$ cat config.mk
export PLATFORM = sky130hd
export DESIGN_NAME = keyed_message_fifo_flat
export DESIGN_NICKNAME = d
export VERILOG_FILES = /design/src/kmf_pkg.sv /design/src/kmf_if.sv /design/src/keyed_message_fifo.sv /design/src/kmf_datapath.sv /design/src/kmf_ctrl.sv /design/src/flat_wrapper.sv
export SDC_FILE = /design/constraint.sdc
export NUM_CORES = 2
export LEC_CHECK = 0
export BUFFER_PORTS_ARGS = -buffer_cell sky130_fd_sc_hd__buf_2
export CAP_MARGIN = 40
export CORE_ASPECT_RATIO = 0.9
export CORE_MARGIN = 1
export CORE_UTILIZATION = 52
export DETAILED_ROUTE_END_ITERATION = 10
export PLACE_DENSITY = 0.7
export SLEW_MARGIN = 5
export SYNTH_ARGS = -nofsm -noshare
export SYNTH_HDL_FRONTEND = slang
export SYNTH_HIERARCHICAL = 1
export SYNTH_SLANG_ARGS = --single-unit
$ cat constraint.sdc
create_clock -name clk_i -period 6.75 [get_ports clk_i]
set_input_delay 0 -clock clk_i [delete_from_list [all_inputs] [get_ports clk_i]]
set_output_delay 0 -clock clk_i [all_outputs]
set_load 0.02 [all_outputs]
$ cat src/kmf_pkg.sv
// kmf_pkg: shared types and constants of the keyed message fifo
// command and result codes, controller/datapath command and status structs
// no dependencies
package kmf_pkg;

  localparam int unsigned DEF_QUEUE_DEPTH = 16;

  // operation codes carried in the cmd field
  typedef enum logic [2:0] {
    CMD_ENQ      = 3'd0,
    CMD_PEEK     = 3'd1,
    CMD_DEQ      = 3'd2,
    CMD_FIND_SO  = 3'd3,
    CMD_FIND_SER = 3'd4,
    CMD_REM_SO   = 3'd5,
    CMD_REM_SER  = 3'd6,
    CMD_REM_SS   = 3'd7
  } cmd_e;

  // result status codes
  typedef enum logic [1:0] {
    STAT_OK   = 2'd0,
    STAT_MISS = 2'd1,
    STAT_FULL = 2'd2
  } stat_e;

  // read address source for the slot memories
  typedef enum logic [1:0] {
    RD_TAIL = 2'd0,
    RD_HEAD = 2'd1,
    RD_LINK = 2'd2
  } rd_sel_e;

  // how the unlink operands are captured
  typedef enum logic [1:0] {
    UL_NONE      = 2'd0,
    UL_FROM_RD   = 2'd1,
    UL_TAIL_PRED = 2'd2
  } ul_sel_e;

  // commands from controller to datapath
  typedef struct packed {
    logic    capture;
    logic    rd_en;
    rd_sel_e rd_sel;
    logic    walk_start;
    logic    walk_inc;
    logic    scan_clr;
    logic    scan_inc;
    logic    enq_write;
    logic    link_wr_pl;
    ul_sel_e ul_sel;
    logic    unlink;
    logic    res_we;
    stat_e   res_status;
    logic    res_hit;
    logic    out_load;
  } kmf_ctrl_t;

  // status from datapath to controller
  typedef struct packed {
    cmd_e cmd;
    logic empty;
    logic single;
    logic full;
    logic match;
    logic rd_is_tail;
    logic link_is_tail;
    logic scan_free;
    logic walk_last;
  } kmf_stat_t;

endpackage

$ cat src/kmf_if.sv
// kmf_req_if, kmf_rsp_if: valid/ready channels of the keyed message fifo
// depends on kmf_pkg for the default depth
interface kmf_req_if;
  logic        valid;
  logic        ready;
  logic [2:0]  cmd;
  logic [7:0]  dest_module;
  logic [7:0]  source_module;
  logic [31:0] serial_number;
  logic [7:0]  option_code;
  logic [15:0] message_kind;
  logic [15:0] body_length;

  modport source (output valid, cmd, dest_module, source_module, serial_number,
                  option_code, message_kind, body_length, input ready);
  modport sink (input valid, cmd, dest_module, source_module, serial_number,
                option_code, message_kind, body_length, output ready);
endinterface

interface kmf_rsp_if import kmf_pkg::*; #(
  parameter int unsigned CNT_W = $clog2(DEF_QUEUE_DEPTH + 1)
);
  logic             valid;
  logic             ready;
  logic [1:0]       status;
  logic [7:0]       hit_dest;
  logic [7:0]       hit_source;
  logic [31:0]      hit_serial;
  logic [7:0]       hit_option;
  logic [15:0]      hit_kind;
  logic [15:0]      hit_length;
  logic [CNT_W-1:0] entries_left;

  modport source (output valid, status, hit_dest, hit_source, hit_serial, hit_option,
                  hit_kind, hit_length, entries_left, input ready);
  modport sink (input valid, status, hit_dest, hit_source, hit_serial, hit_option,
                hit_kind, hit_length, entries_left, output ready);
endinterface

$ cat src/keyed_message_fifo.sv
// keyed_message_fifo: fifo of message headers with keyed find and removal
// top level; depends on kmf_pkg, kmf_if, kmf_ctrl, kmf_datapath
//
//   channel  dir  beat contents
//   req_i    in   cmd, dest_module, source_module, serial_number, option_code,
//                 message_kind, body_length
//   rsp_o    out  status, hit_dest/source/serial/option/kind/length, entries_left
//
// one item at a time; the slot memories have one registered read port, so a ring
// walk reads the queued entries one after another
// enqueue: scan for the lowest free slot, write it, and link the old tail to it when
// the queue was not empty; peek/dequeue: read the head; find/remove: walk the ring
// (tail is checked first; when the tail is removed, a second walk from the head finds its predecessor)
// reset clears valid bits, head, tail and count; no clearing pass
// a waiting result sits in the output register; a new beat is taken meanwhile
module keyed_message_fifo import kmf_pkg::*; #(
  parameter int unsigned QUEUE_DEPTH = DEF_QUEUE_DEPTH
) (
  input  logic     clk_i,
  input  logic     rst_ni,
  kmf_req_if.sink   req_i,
  kmf_rsp_if.source rsp_o
);

  localparam int unsigned CNT_W = $clog2(QUEUE_DEPTH + 1);
  localparam logic [CNT_W-1:0] DEPTH_CNT = CNT_W'(QUEUE_DEPTH);

  kmf_ctrl_t ctrl;
  kmf_stat_t stat;

  // sequencing
  kmf_ctrl u_ctrl (
    .clk_i       (clk_i),
    .rst_ni      (rst_ni),
    .in_valid_i  (req_i.valid),
    .in_ready_o  (req_i.ready),
    .in_cmd_i    (cmd_e'(req_i.cmd)),
    .out_valid_o (rsp_o.valid),
    .out_ready_i (rsp_o.ready),
    .stat_i      (stat),
    .ctrl_o      (ctrl)
  );

  // storage and result path
  kmf_datapath #(
    .QUEUE_DEPTH (QUEUE_DEPTH)
  ) u_datapath (
    .clk_i           (clk_i),
    .rst_ni          (rst_ni),
    .ctrl_i          (ctrl),
    .stat_o          (stat),
    .cmd_i           (cmd_e'(req_i.cmd)),
    .dest_module_i   (req_i.dest_module),
    .source_module_i (req_i.source_module),
    .serial_number_i (req_i.serial_number),
    .option_code_i   (req_i.option_code),
    .message_kind_i  (req_i.message_kind),
    .body_length_i   (req_i.body_length),
    .status_o        (rsp_o.status),
    .hit_dest_o      (rsp_o.hit_dest),
    .hit_source_o    (rsp_o.hit_source),
    .hit_serial_o    (rsp_o.hit_serial),
    .hit_option_o    (rsp_o.hit_option),
    .hit_kind_o      (rsp_o.hit_kind),
    .hit_length_o    (rsp_o.hit_length),
    .entries_left_o  (rsp_o.entries_left)
  );

`ifndef NO_ASSERTIONS
  // one item in flight: no beat accepted right after another
  a_one_in_flight: assert property (@(posedge clk_i) disable iff (!rst_ni)
    req_i.valid && req_i.ready |=> !req_i.ready)
    else $error("request accepted while another is in flight");

  // a refused enqueue only happens at full occupancy
  a_full_count: assert property (@(posedge clk_i) disable iff (!rst_ni)
    rsp_o.valid && rsp_o.status == STAT_FULL |-> rsp_o.entries_left == DEPTH_CNT)
    else $error("full status with free slots");

  // occupancy never exceeds the depth
  a_count_range: assert property (@(posedge clk_i) disable iff (!rst_ni)
    rsp_o.valid |-> rsp_o.entries_left <= DEPTH_CNT)
    else $error("entry count above depth");

  // a failed operation returns no entry
  a_miss_zero: assert property (@(posedge clk_i) disable iff (!rst_ni)
    rsp_o.valid && rsp_o.status != STAT_OK |->
      rsp_o.hit_serial == '0 && rsp_o.hit_source == '0 && rsp_o.hit_length == '0)
    else $error("entry data on a failed operation");
`endif

endmodule

$ cat src/kmf_datapath.sv
// kmf_datapath: slot memories, ring links, head/tail/count and result registers
// driven by kmf_ctrl_t commands; depends on kmf_pkg
module kmf_datapath import kmf_pkg::*; #(
  parameter int unsigned QUEUE_DEPTH = DEF_QUEUE_DEPTH,
  localparam int unsigned IDX_W = $clog2(QUEUE_DEPTH),
  localparam int unsigned CNT_W = $clog2(QUEUE_DEPTH + 1)
) (
  input  logic             clk_i,
  input  logic             rst_ni,
  input  kmf_ctrl_t        ctrl_i,
  output kmf_stat_t        stat_o,
  input  cmd_e             cmd_i,
  input  logic [7:0]       dest_module_i,
  input  logic [7:0]       source_module_i,
  input  logic [31:0]      serial_number_i,
  input  logic [7:0]       option_code_i,
  input  logic [15:0]      message_kind_i,
  input  logic [15:0]      body_length_i,
  output logic [1:0]       status_o,
  output logic [7:0]       hit_dest_o,
  output logic [7:0]       hit_source_o,
  output logic [31:0]      hit_serial_o,
  output logic [7:0]       hit_option_o,
  output logic [15:0]      hit_kind_o,
  output logic [15:0]      hit_length_o,
  output logic [CNT_W-1:0] entries_left_o
);

  localparam logic [CNT_W-1:0] DEPTH_CNT = CNT_W'(QUEUE_DEPTH);

  // captured request
  cmd_e        req_cmd_q;
  logic [7:0]  req_dst_q, req_src_q, req_opt_q;
  logic [31:0] req_ser_q;
  logic [15:0] req_knd_q, req_len_q;

  // slot memories: key {src, ser, opt}, info {dst, kind, len}, ring link
  logic [47:0]      key_mem  [QUEUE_DEPTH];
  logic [39:0]      info_mem [QUEUE_DEPTH];
  logic [IDX_W-1:0] link_mem [QUEUE_DEPTH];

  logic [47:0]      key_rd_q;
  logic [39:0]      info_rd_q;
  logic [IDX_W-1:0] link_rd_q, rd_slot_q, prev_q;

  // queue state
  logic [QUEUE_DEPTH-1:0] valid_q;
  logic [IDX_W-1:0]       head_q, tail_q, scan_q;
  logic [CNT_W-1:0]       count_q, walk_q;

  // unlink operands: removed slot, predecessor, successor of removed slot
  logic [IDX_W-1:0] m_q, p_q, lm_q;

  // result held until the output register frees up
  stat_e       res_status_q;
  logic [39:0] res_info_q;
  logic [47:0] res_key_q;

  logic [IDX_W-1:0] rd_addr, prev_d, link_wa, link_wd;
  logic             link_we;
  logic             key_hit;

  // request capture
  always_ff @(posedge clk_i) begin
    if (ctrl_i.capture) begin
      req_cmd_q <= cmd_i;
      req_dst_q <= dest_module_i;
      req_src_q <= source_module_i;
      req_ser_q <= serial_number_i;
      req_opt_q <= option_code_i;
      req_knd_q <= message_kind_i;
      req_len_q <= body_length_i;
    end
  end

  // read address select; predecessor follows the walk
  always_comb begin
    unique case (ctrl_i.rd_sel)
      RD_TAIL: rd_addr = tail_q;
      RD_HEAD: rd_addr = head_q;
      RD_LINK: rd_addr = link_rd_q;
      default: rd_addr = tail_q;
    endcase
    prev_d = (ctrl_i.rd_sel == RD_LINK) ? rd_slot_q : tail_q;
  end

  // registered memory read
  always_ff @(posedge clk_i) begin
    if (ctrl_i.rd_en) begin
      key_rd_q  <= key_mem[rd_addr];
      info_rd_q <= info_mem[rd_addr];
      link_rd_q <= link_mem[rd_addr];
      rd_slot_q <= rd_addr;
      prev_q    <= prev_d;
    end
  end

  // link write port: new slot on enqueue, else links[p] <= lm
  always_comb begin
    link_we = ctrl_i.enq_write || ctrl_i.link_wr_pl;
    if (ctrl_i.enq_write) begin
      link_wa = scan_q;
      link_wd = (count_q == '0) ? scan_q : head_q;
    end else begin
      link_wa = p_q;
      link_wd = lm_q;
    end
  end

  // memory writes
  always_ff @(posedge clk_i) begin
    if (ctrl_i.enq_write) begin
      key_mem[scan_q]  <= {req_src_q, req_ser_q, req_opt_q};
      info_mem[scan_q] <= {req_dst_q, req_knd_q, req_len_q};
    end
    if (link_we) begin
      link_mem[link_wa] <= link_wd;
    end
  end

  // unlink operand capture
  always_ff @(posedge clk_i) begin
    if (ctrl_i.enq_write) begin
      m_q  <= scan_q;
      p_q  <= tail_q;
      lm_q <= scan_q;
    end else begin
      case (ctrl_i.ul_sel)
        UL_FROM_RD: begin
          m_q  <= rd_slot_q;
          p_q  <= prev_q;
          lm_q <= link_rd_q;
        end
        UL_TAIL_PRED: begin
          m_q  <= tail_q;
          p_q  <= rd_slot_q;
          lm_q <= head_q;
        end
        default: ;
      endcase
    end
  end

  // queue control state
  always_ff @(posedge clk_i or negedge rst_ni) begin
    if (!rst_ni) begin
      valid_q <= '0;
      head_q  <= '0;
      tail_q  <= '0;
      count_q <= '0;
      scan_q  <= '0;
      walk_q  <= '0;
    end else begin
      if (ctrl_i.scan_clr) begin
        scan_q <= '0;
      end else if (ctrl_i.scan_inc) begin
        scan_q <= scan_q + IDX_W'(1);
      end
      if (ctrl_i.walk_start) begin
        walk_q <= CNT_W'(1);
      end else if (ctrl_i.walk_inc) begin
        walk_q <= walk_q + CNT_W'(1);
      end
      if (ctrl_i.enq_write) begin
        valid_q[scan_q] <= 1'b1;
        tail_q          <= scan_q;
        count_q         <= count_q + CNT_W'(1);
        if (count_q == '0) begin
          head_q <= scan_q;
        end
      end else if (ctrl_i.unlink) begin
        valid_q[m_q] <= 1'b0;
        if (count_q <= CNT_W'(1)) begin
          count_q <= '0;
          tail_q  <= '0;
        end else begin
          count_q <= count_q - CNT_W'(1);
          if (tail_q == m_q) begin
            tail_q <= p_q;
          end
          if (head_q == m_q) begin
            head_q <= lm_q;
          end
        end
      end
    end
  end

  // key compare against the entry on the read bus
  always_comb begin
    case (req_cmd_q)
      CMD_FIND_SO, CMD_REM_SO:
        key_hit = (key_rd_q[47:40] == req_src_q) && (key_rd_q[7:0] == req_opt_q);
      CMD_FIND_SER, CMD_REM_SER:
        key_hit = (key_rd_q[39:8] == req_ser_q);
      default:
        key_hit = (key_rd_q[47:40] == req_src_q) && (key_rd_q[39:8] == req_ser_q);
    endcase
  end

  // status to controller
  always_comb begin
    stat_o.cmd          = req_cmd_q;
    stat_o.empty        = (count_q == '0);
    stat_o.single       = (count_q == CNT_W'(1));
    stat_o.full         = (count_q == DEPTH_CNT);
    stat_o.match        = key_hit;
    stat_o.rd_is_tail   = (rd_slot_q == tail_q);
    stat_o.link_is_tail = (link_rd_q == tail_q);
    stat_o.scan_free    = !valid_q[scan_q];
    stat_o.walk_last    = (walk_q == count_q);
  end

  // result and output registers
  always_ff @(posedge clk_i) begin
    if (ctrl_i.res_we) begin
      res_status_q <= ctrl_i.res_status;
      res_key_q    <= ctrl_i.res_hit ? key_rd_q : '0;
      res_info_q   <= ctrl_i.res_hit ? info_rd_q : '0;
    end
    if (ctrl_i.out_load) begin
      status_o       <= res_status_q;
      hit_dest_o     <= res_info_q[39:32];
      hit_kind_o     <= res_info_q[31:16];
      hit_length_o   <= res_info_q[15:0];
      hit_source_o   <= res_key_q[47:40];
      hit_serial_o   <= res_key_q[39:8];
      hit_option_o   <= res_key_q[7:0];
      entries_left_o <= count_q;
    end
  end

endmodule

$ cat src/kmf_ctrl.sv
// kmf_ctrl: sequencing state machine of the keyed message fifo
// issues kmf_ctrl_t commands, reads kmf_stat_t; depends on kmf_pkg
module kmf_ctrl import kmf_pkg::*; (
  input  logic      clk_i,
  input  logic      rst_ni,
  input  logic      in_valid_i,
  output logic      in_ready_o,
  input  cmd_e      in_cmd_i,
  output logic      out_valid_o,
  input  logic      out_ready_i,
  input  kmf_stat_t stat_i,
  output kmf_ctrl_t ctrl_o
);

  typedef enum logic [3:0] {
    S_IDLE, S_SCAN, S_ENQ_LINK, S_PEEK, S_DEQ, S_WALK, S_PRED, S_UPDATE, S_RESULT
  } state_e;

  state_e state_q, state_d;
  logic   out_valid_q, out_valid_d;

  assign in_ready_o  = (state_q == S_IDLE);
  assign out_valid_o = out_valid_q;

  // next state and commands
  always_comb begin
    state_d = state_q;
    ctrl_o  = '0;
    unique case (state_q)
      S_IDLE: begin
        if (in_valid_i) begin
          ctrl_o.capture = 1'b1;
          if (in_cmd_i == CMD_ENQ) begin
            if (stat_i.full) begin
              ctrl_o.res_we     = 1'b1;
              ctrl_o.res_status = STAT_FULL;
              state_d           = S_RESULT;
            end else begin
              ctrl_o.scan_clr = 1'b1;
              state_d         = S_SCAN;
            end
          end else if (stat_i.empty) begin
            ctrl_o.res_we     = 1'b1;
            ctrl_o.res_status = STAT_MISS;
            state_d           = S_RESULT;
          end else begin
            ctrl_o.rd_en = 1'b1;
            case (in_cmd_i)
              CMD_PEEK: begin
                ctrl_o.rd_sel = RD_HEAD;
                state_d       = S_PEEK;
              end
              CMD_DEQ: begin
                ctrl_o.rd_sel = RD_HEAD;
                state_d       = S_DEQ;
              end
              default: begin
                ctrl_o.rd_sel     = RD_TAIL;
                ctrl_o.walk_start = 1'b1;
                state_d           = S_WALK;
              end
            endcase
          end
        end
      end
      // look for the lowest free slot
      S_SCAN: begin
        if (stat_i.scan_free) begin
          ctrl_o.enq_write = 1'b1;
          if (stat_i.empty) begin
            ctrl_o.res_we     = 1'b1;
            ctrl_o.res_status = STAT_OK;
            state_d           = S_RESULT;
          end else begin
            state_d = S_ENQ_LINK;
          end
        end else begin
          ctrl_o.scan_inc = 1'b1;
        end
      end
      // old tail now points at the new slot
      S_ENQ_LINK: begin
        ctrl_o.link_wr_pl = 1'b1;
        ctrl_o.res_we     = 1'b1;
        ctrl_o.res_status = STAT_OK;
        state_d           = S_RESULT;
      end
      S_PEEK: begin
        ctrl_o.res_we     = 1'b1;
        ctrl_o.res_status = STAT_OK;
        ctrl_o.res_hit    = 1'b1;
        state_d           = S_RESULT;
      end
      S_DEQ: begin
        ctrl_o.ul_sel = UL_FROM_RD;
        state_d       = S_UPDATE;
      end
      // ring walk from the tail, one entry per cycle
      S_WALK: begin
        if (stat_i.match) begin
          if (stat_i.cmd == CMD_FIND_SO || stat_i.cmd == CMD_FIND_SER) begin
            ctrl_o.res_we     = 1'b1;
            ctrl_o.res_status = STAT_OK;
            ctrl_o.res_hit    = 1'b1;
            state_d           = S_RESULT;
          end else if (stat_i.rd_is_tail && !stat_i.single) begin
            ctrl_o.rd_en  = 1'b1;
            ctrl_o.rd_sel = RD_LINK;
            state_d       = S_PRED;
          end else begin
            ctrl_o.ul_sel = UL_FROM_RD;
            state_d       = S_UPDATE;
          end
        end else if (stat_i.walk_last) begin
          ctrl_o.res_we     = 1'b1;
          ctrl_o.res_status = STAT_MISS;
          state_d           = S_RESULT;
        end else begin
          ctrl_o.rd_en    = 1'b1;
          ctrl_o.rd_sel   = RD_LINK;
          ctrl_o.walk_inc = 1'b1;
        end
      end
      // find the entry whose link is the tail
      S_PRED: begin
        if (stat_i.link_is_tail) begin
          ctrl_o.ul_sel = UL_TAIL_PRED;
          state_d       = S_UPDATE;
        end else begin
          ctrl_o.rd_en  = 1'b1;
          ctrl_o.rd_sel = RD_LINK;
        end
      end
      S_UPDATE: begin
        ctrl_o.unlink     = 1'b1;
        ctrl_o.link_wr_pl = 1'b1;
        ctrl_o.res_we     = 1'b1;
        ctrl_o.res_status = STAT_OK;
        state_d           = S_RESULT;
      end
      S_RESULT: begin
        if (!out_valid_q || out_ready_i) begin
          ctrl_o.out_load = 1'b1;
          state_d         = S_IDLE;
        end
      end
      default: state_d = S_IDLE;
    endcase
  end

  // output beat valid
  always_comb begin
    if (ctrl_o.out_load) begin
      out_valid_d = 1'b1;
    end else if (out_ready_i) begin
      out_valid_d = 1'b0;
    end else begin
      out_valid_d = out_valid_q;
    end
  end

  always_ff @(posedge clk_i or negedge rst_ni) begin
    if (!rst_ni) begin
      state_q     <= S_IDLE;
      out_valid_q <= 1'b0;
    end else begin
      state_q     <= state_d;
      out_valid_q <= out_valid_d;
    end
  end

endmodule

$ cat src/flat_wrapper.sv
// flat-port wrapper written by rule: the top's interface ports become plain ports
module keyed_message_fifo_flat import kmf_pkg::*;
#(
  parameter int unsigned QUEUE_DEPTH = DEF_QUEUE_DEPTH
)
  (clk_i, rst_ni, req_i_valid, req_i_cmd, req_i_dest_module, req_i_source_module, req_i_serial_number, req_i_option_code, req_i_message_kind, req_i_body_length, req_i_ready, rsp_o_valid, rsp_o_status, rsp_o_hit_dest, rsp_o_hit_source, rsp_o_hit_serial, rsp_o_hit_option, rsp_o_hit_kind, rsp_o_hit_length, rsp_o_entries_left, rsp_o_ready);
  kmf_req_if req_i_i ();
  kmf_rsp_if rsp_o_i ();
  input  logic clk_i;
  input  logic rst_ni;
  input wire logic [$bits(req_i_i.valid)-1:0] req_i_valid;
  input wire logic [$bits(req_i_i.cmd)-1:0] req_i_cmd;
  input wire logic [$bits(req_i_i.dest_module)-1:0] req_i_dest_module;
  input wire logic [$bits(req_i_i.source_module)-1:0] req_i_source_module;
  input wire logic [$bits(req_i_i.serial_number)-1:0] req_i_serial_number;
  input wire logic [$bits(req_i_i.option_code)-1:0] req_i_option_code;
  input wire logic [$bits(req_i_i.message_kind)-1:0] req_i_message_kind;
  input wire logic [$bits(req_i_i.body_length)-1:0] req_i_body_length;
  output wire logic [$bits(req_i_i.ready)-1:0] req_i_ready;
  output wire logic [$bits(rsp_o_i.valid)-1:0] rsp_o_valid;
  output wire logic [$bits(rsp_o_i.status)-1:0] rsp_o_status;
  output wire logic [$bits(rsp_o_i.hit_dest)-1:0] rsp_o_hit_dest;
  output wire logic [$bits(rsp_o_i.hit_source)-1:0] rsp_o_hit_source;
  output wire logic [$bits(rsp_o_i.hit_serial)-1:0] rsp_o_hit_serial;
  output wire logic [$bits(rsp_o_i.hit_option)-1:0] rsp_o_hit_option;
  output wire logic [$bits(rsp_o_i.hit_kind)-1:0] rsp_o_hit_kind;
  output wire logic [$bits(rsp_o_i.hit_length)-1:0] rsp_o_hit_length;
  output wire logic [$bits(rsp_o_i.entries_left)-1:0] rsp_o_entries_left;
  input wire logic [$bits(rsp_o_i.ready)-1:0] rsp_o_ready;
  assign req_i_i.valid = req_i_valid;
  assign req_i_i.cmd = req_i_cmd;
  assign req_i_i.dest_module = req_i_dest_module;
  assign req_i_i.source_module = req_i_source_module;
  assign req_i_i.serial_number = req_i_serial_number;
  assign req_i_i.option_code = req_i_option_code;
  assign req_i_i.message_kind = req_i_message_kind;
  assign req_i_i.body_length = req_i_body_length;
  assign req_i_ready = req_i_i.ready;
  assign rsp_o_valid = rsp_o_i.valid;
  assign rsp_o_status = rsp_o_i.status;
  assign rsp_o_hit_dest = rsp_o_i.hit_dest;
  assign rsp_o_hit_source = rsp_o_i.hit_source;
  assign rsp_o_hit_serial = rsp_o_i.hit_serial;
  assign rsp_o_hit_option = rsp_o_i.hit_option;
  assign rsp_o_hit_kind = rsp_o_i.hit_kind;
  assign rsp_o_hit_length = rsp_o_i.hit_length;
  assign rsp_o_entries_left = rsp_o_i.entries_left;
  assign rsp_o_i.ready = rsp_o_ready;
  keyed_message_fifo #(.QUEUE_DEPTH(QUEUE_DEPTH)) u_core (.clk_i(clk_i), .rst_ni(rst_ni), .req_i(req_i_i), .rsp_o(rsp_o_i));
endmodule
==> summary.txt <==
Outcome
  • Outcome: complete, no violations

Placement
  • GPL Wtd Cong: 0.835
  • I/O Buffers: between 150 and 200
  • HPWL Detailed: 100000 µm

Power
  • Peak supply drop: between 0.6 and 0.7 mV
  • Overall Power: 42.3 mW
  • Cell Pwr Density: 492 nW/µm²
  • Static Leak: 28.8 nW

Clock network
  • Hold_buf cts: 185
  • CTS tree: yes
  • Post-CTS Setup Bufs: 0
  • Clock Latency Late Sink: 0.82 ns
  • Root buffer cell: clkbuf_16
  • Clock sink count: between 1500 and 2000
  • CTS resizes: 0
  • Total number of H-tree levels: 4
  • CTS Buffer Depth: 3
  • Inserted Clock Buffers: roughly 190
  • CTS clk-pin slew, worst paths: roughly 0.06 ns

Timing
  • Final period util: 91.6%
  • Setup tns final: 0 ns
  • Final setup violation count: 0
  • Layout Skew: 0.0590 ns
  • Pins Over Slew Limit: 0
  • RSZ-0062 raised after global routing: false
  • Final Hold Viols: 0
  • Worst-margin pin slew: ~0.88 ns
  • Crit path time final: slightly above 6 ns
  • Slew HR: 41.4%
  • Fmax achieved: 162 MHz

Layout
  • Share of cells above drive strength 1: roughly 12%
  • Final nets: 5269
  • Synthesis-to-layout area growth: 15.5%
  • Fillers: 10400
  • Multi-input logic area: 16000 µm²
  • Sequential Area: 56900 µm²

Drt
  • Total Wirelength: 195000 µm
  • Vias after detailed routing: 45800
  • Iter 0 DRT Violations: 6425
  • Antenna viol nets, final: 0
  • DR WL/cell: 27.2 µm
  • DR pass1 iterations: 8
  • Routed vias/inst: 6.39
  • DRC: 0

Logic synthesis
  • Dominant cell type by area after synthesis: edfxtp_1
  • Yosys warning count: 6
  • Synth cell types: 68
  • #FFs+latches synth: 1903
  • Top-count cell post-synth: edfxtp_1
  • Top cell type's share of synthesized area: 75.0%
  • Synth top area cells: edfxtp_1 (75%), nand3_1 (4.4%), mux2i_1 (2.6%), a221o_1 (2.5%), o21ai_0 (2.3%)
  • Synth Cell Area: 74500 µm²
  • Mapped Cells: 4853
  • Syn avg cell area: around 15 µm²
  • Mapped Nets: 4959
  • Post-synth EDFFs: 1860
  • Register area share after synthesis: 76.4%
  • Post-synth top cells: edfxtp_1 (1860), nand3_1 (651), o21ai_0 (342), clkbuf_1 (280), nand2_1 (211)
  • Asr flop ratio synth: roughly 2.3%
  • Ys flop type: edfxtp_1

Worst setup path
  • CP Launch Type: flip-flop
  • Worst EP required: 7.29 ns
  • Crit path buf inv count: 3
  • CP arrival: roughly 6.7 ns
  • Max Fanout on Critical Path: 34
  • Max stage delay on crit path: approximately 0.62 ns
  • Endpoint class of the critical path: flip-flop
  • CP delay by family, top: compound AO/OA/AOI/OAI gates
  • Worst path cell trace: xnor2_1 -> nand4_1 -> nor4_1 -> clkdlybuf4s15_2 -> nand4_1 -> a21oi_1 -> buf_4 -> nand3_1 -> o31ai_1 -> ha_1 -> a221o_4 -> nand2_8 -> buf_4 -> mux2i_1 -> a221o_1 -> nand3_1
  • WS Path Type: reg2reg
  • Critical-path top delay cell: edfxtp_1

Floorplanning
  • Die ar.: 145000 µm²
  • Die height: 361 µm
  • IO Count: 192
  • Initial Utilization: 52.5%
  • Core Area: around 140000 µm²
  • Die width: ~400 µm
  • Num rows: between 100 and 150

GRT
  • Largest net degree at the start of global routing: 128
  • Grt ovf: 0
  • Global-route wire length before repair: 289000 µm
  • Initial antenna violation count: 6
  • Vias in the first global route: 44200
  • All-Layer GR Usage: 26.7%

Job
  • Max cap viols: 0

Min path
  • Min-Delay Path Class: in2reg
==> cell families after synthesis <==
kind of cell / share of synthesized area [%]
fa+ha+maj: 0.185
mux: 2.97
buf+inv: 2.32
flops: 76.4
compound gates: 9.50
simple gates: 7.61
xor+xnor: 0.964
==> state kept, by name (all words and copies together), names as in the netlist, 16 cells and up <==
register                        count
u_core/u_datapath/hit_kind_o       16
u_core/u_datapath/hit_length_o     16
u_core/u_datapath/hit_serial_o     32
u_core/u_datapath/info_mem        640
u_core/u_datapath/info_rd_q        40
u_core/u_datapath/key_mem         768
u_core/u_datapath/key_rd_q         48
u_core/u_datapath/link_mem         64
u_core/u_datapath/req_knd_q        16
u_core/u_datapath/req_len_q        16
u_core/u_datapath/req_ser_q        32
u_core/u_datapath/res_info_q       40
u_core/u_datapath/res_key_q        48
u_core/u_datapath/valid_q          16
==> through the flow <==
step | util [%] | cell area, µm² | hold WS, ns | std cells | worst slack [ns]
final | 60.6 | 86000 | 0.0820 | 7177 | 0.569
after CTS | 60.6 | 86000 | 0.0460 | 7172 | 0.652
after floorplan | - | 74500 | -0.296 | 4853 | -0.0568
after global routing | 60.6 | 86000 | 0.0904 | 7176 | 0.204
after detailed placement | 55.0 | 78100 | -0.109 | 6650 | 0.663
after global placement | 54.8 | 77800 | 0.177 | 6637 | 0.490
==> worst register-to-register path: cells and delay by family (launching register included) <==
| family | cells | cell delay [ns] |
|---|---|---|
| AND/OR/NAND/NOR | 6 | 1.37 |
| AO/OA/AOI/OAI | 4 | 1.49 |
| adder cells (fa/ha/maj) | 1 | 0.53 |
| multiplexers | 1 | 0.34 |
| flip-flops | 1 | 0.62 |
| XOR/XNOR | 1 | 0.58 |
| buffers and inverters | 3 | 1.00 |
==> layout by cell type (no fill, tap or decap), types with 12 or more instances in the layout <==
| cell | instances |
|---|---|
| edfxtp_1 | 1860 |
| a31oi_1 | 197 |
| nor2_1 | 66 |
| nand2_1 | 210 |
| inv_1 | 14 |
| o21ai_1 | 36 |
| buf_12 | 56 |
| dlygate4sd3_1 | 185 |
| buf_2 | 192 |
| and2_1 | 90 |
| clkinv_1 | 37 |
| a211oi_1 | 12 |
| nand4_1 | 13 |
| a221o_1 | 186 |
| nor2b_1 | 25 |
| a22oi_1 | 94 |
| buf_4 | 67 |
| clkbuf_16 | 188 |
| xnor2_1 | 41 |
| nand3_1 | 650 |
| bufinv_16 | 20 |
| xor2_1 | 41 |
| mux2_2 | 13 |
| mux2i_1 | 195 |
| a21oi_1 | 209 |
| clkinv_2 | 27 |
| clkbuf_1 | 42 |
| o21ai_0 | 342 |
| dfrtp_1 | 43 |
==> worst paths after layout <==
path	from	endpoint	slack, ns	cells past startpoint
worst min-delay path	req_i_cmd[0]	u_core/u_datapath/req_cmd_q[0]$_DFFE_PP_	0.08	2
worst max register to register	u_core/u_datapath/req_ser_q[5]$_DFFE_PP_	u_core/u_datapath/info_rd_q[14]$_DFFE_PP_	0.57	16
max in group asynchronous	rst_ni	u_core/u_datapath/valid_q[0]$_DFFE_PN0P_	5.87	4
worst max-delay path	u_core/u_datapath/req_ser_q[5]$_DFFE_PP_	u_core/u_datapath/info_rd_q[14]$_DFFE_PP_	0.57	16
worst min register to register	u_core/u_datapath/res_key_q[36]$_SDFFCE_PN0P_	u_core/u_datapath/hit_serial_o[28]$_DFFE_PP_	0.40	0
min in group asynchronous	rst_ni	u_core/u_ctrl/state_q[3]$_DFFE_PN0P_	0.26	3
==> where the power goes <==
group / switching [mW] / leakage [nW] / internal, mW
combinational: 10.4 / 8.51 / 5.02
sequential: 1.24 / 17.4 / 15.4
clock: 4.41 / 2.92 / 5.92
total: 16.0 / 28.8 / 26.3
==> layout make-up <==
class,count,area share (%)
sequential,1903,66.2
timing repair buffer,508,5.40
multi-input combinational,2547,18.6
antenna,2,0.00582
tap,1862,2.71
clock buffer,233,5.70
clock inverter,104,1.32
inverter,18,0.100
==> per-layer routing <==
metal | part of all wire [%] | vias up | global-route usage [%] | wire [µm]
li1 | - | 19700 | - | -
met1 | 41 | 23000 | 39.0 | 79500
met2 | 46 | 2827 | 40.5 | 89200
met5 | 0 | - | 0 | 0
met3 | 11 | 349 | 5.41 | 21400
met4 | 2.7 | 0 | 8.43 | 5320
Power figures use the tool's default switching activity.
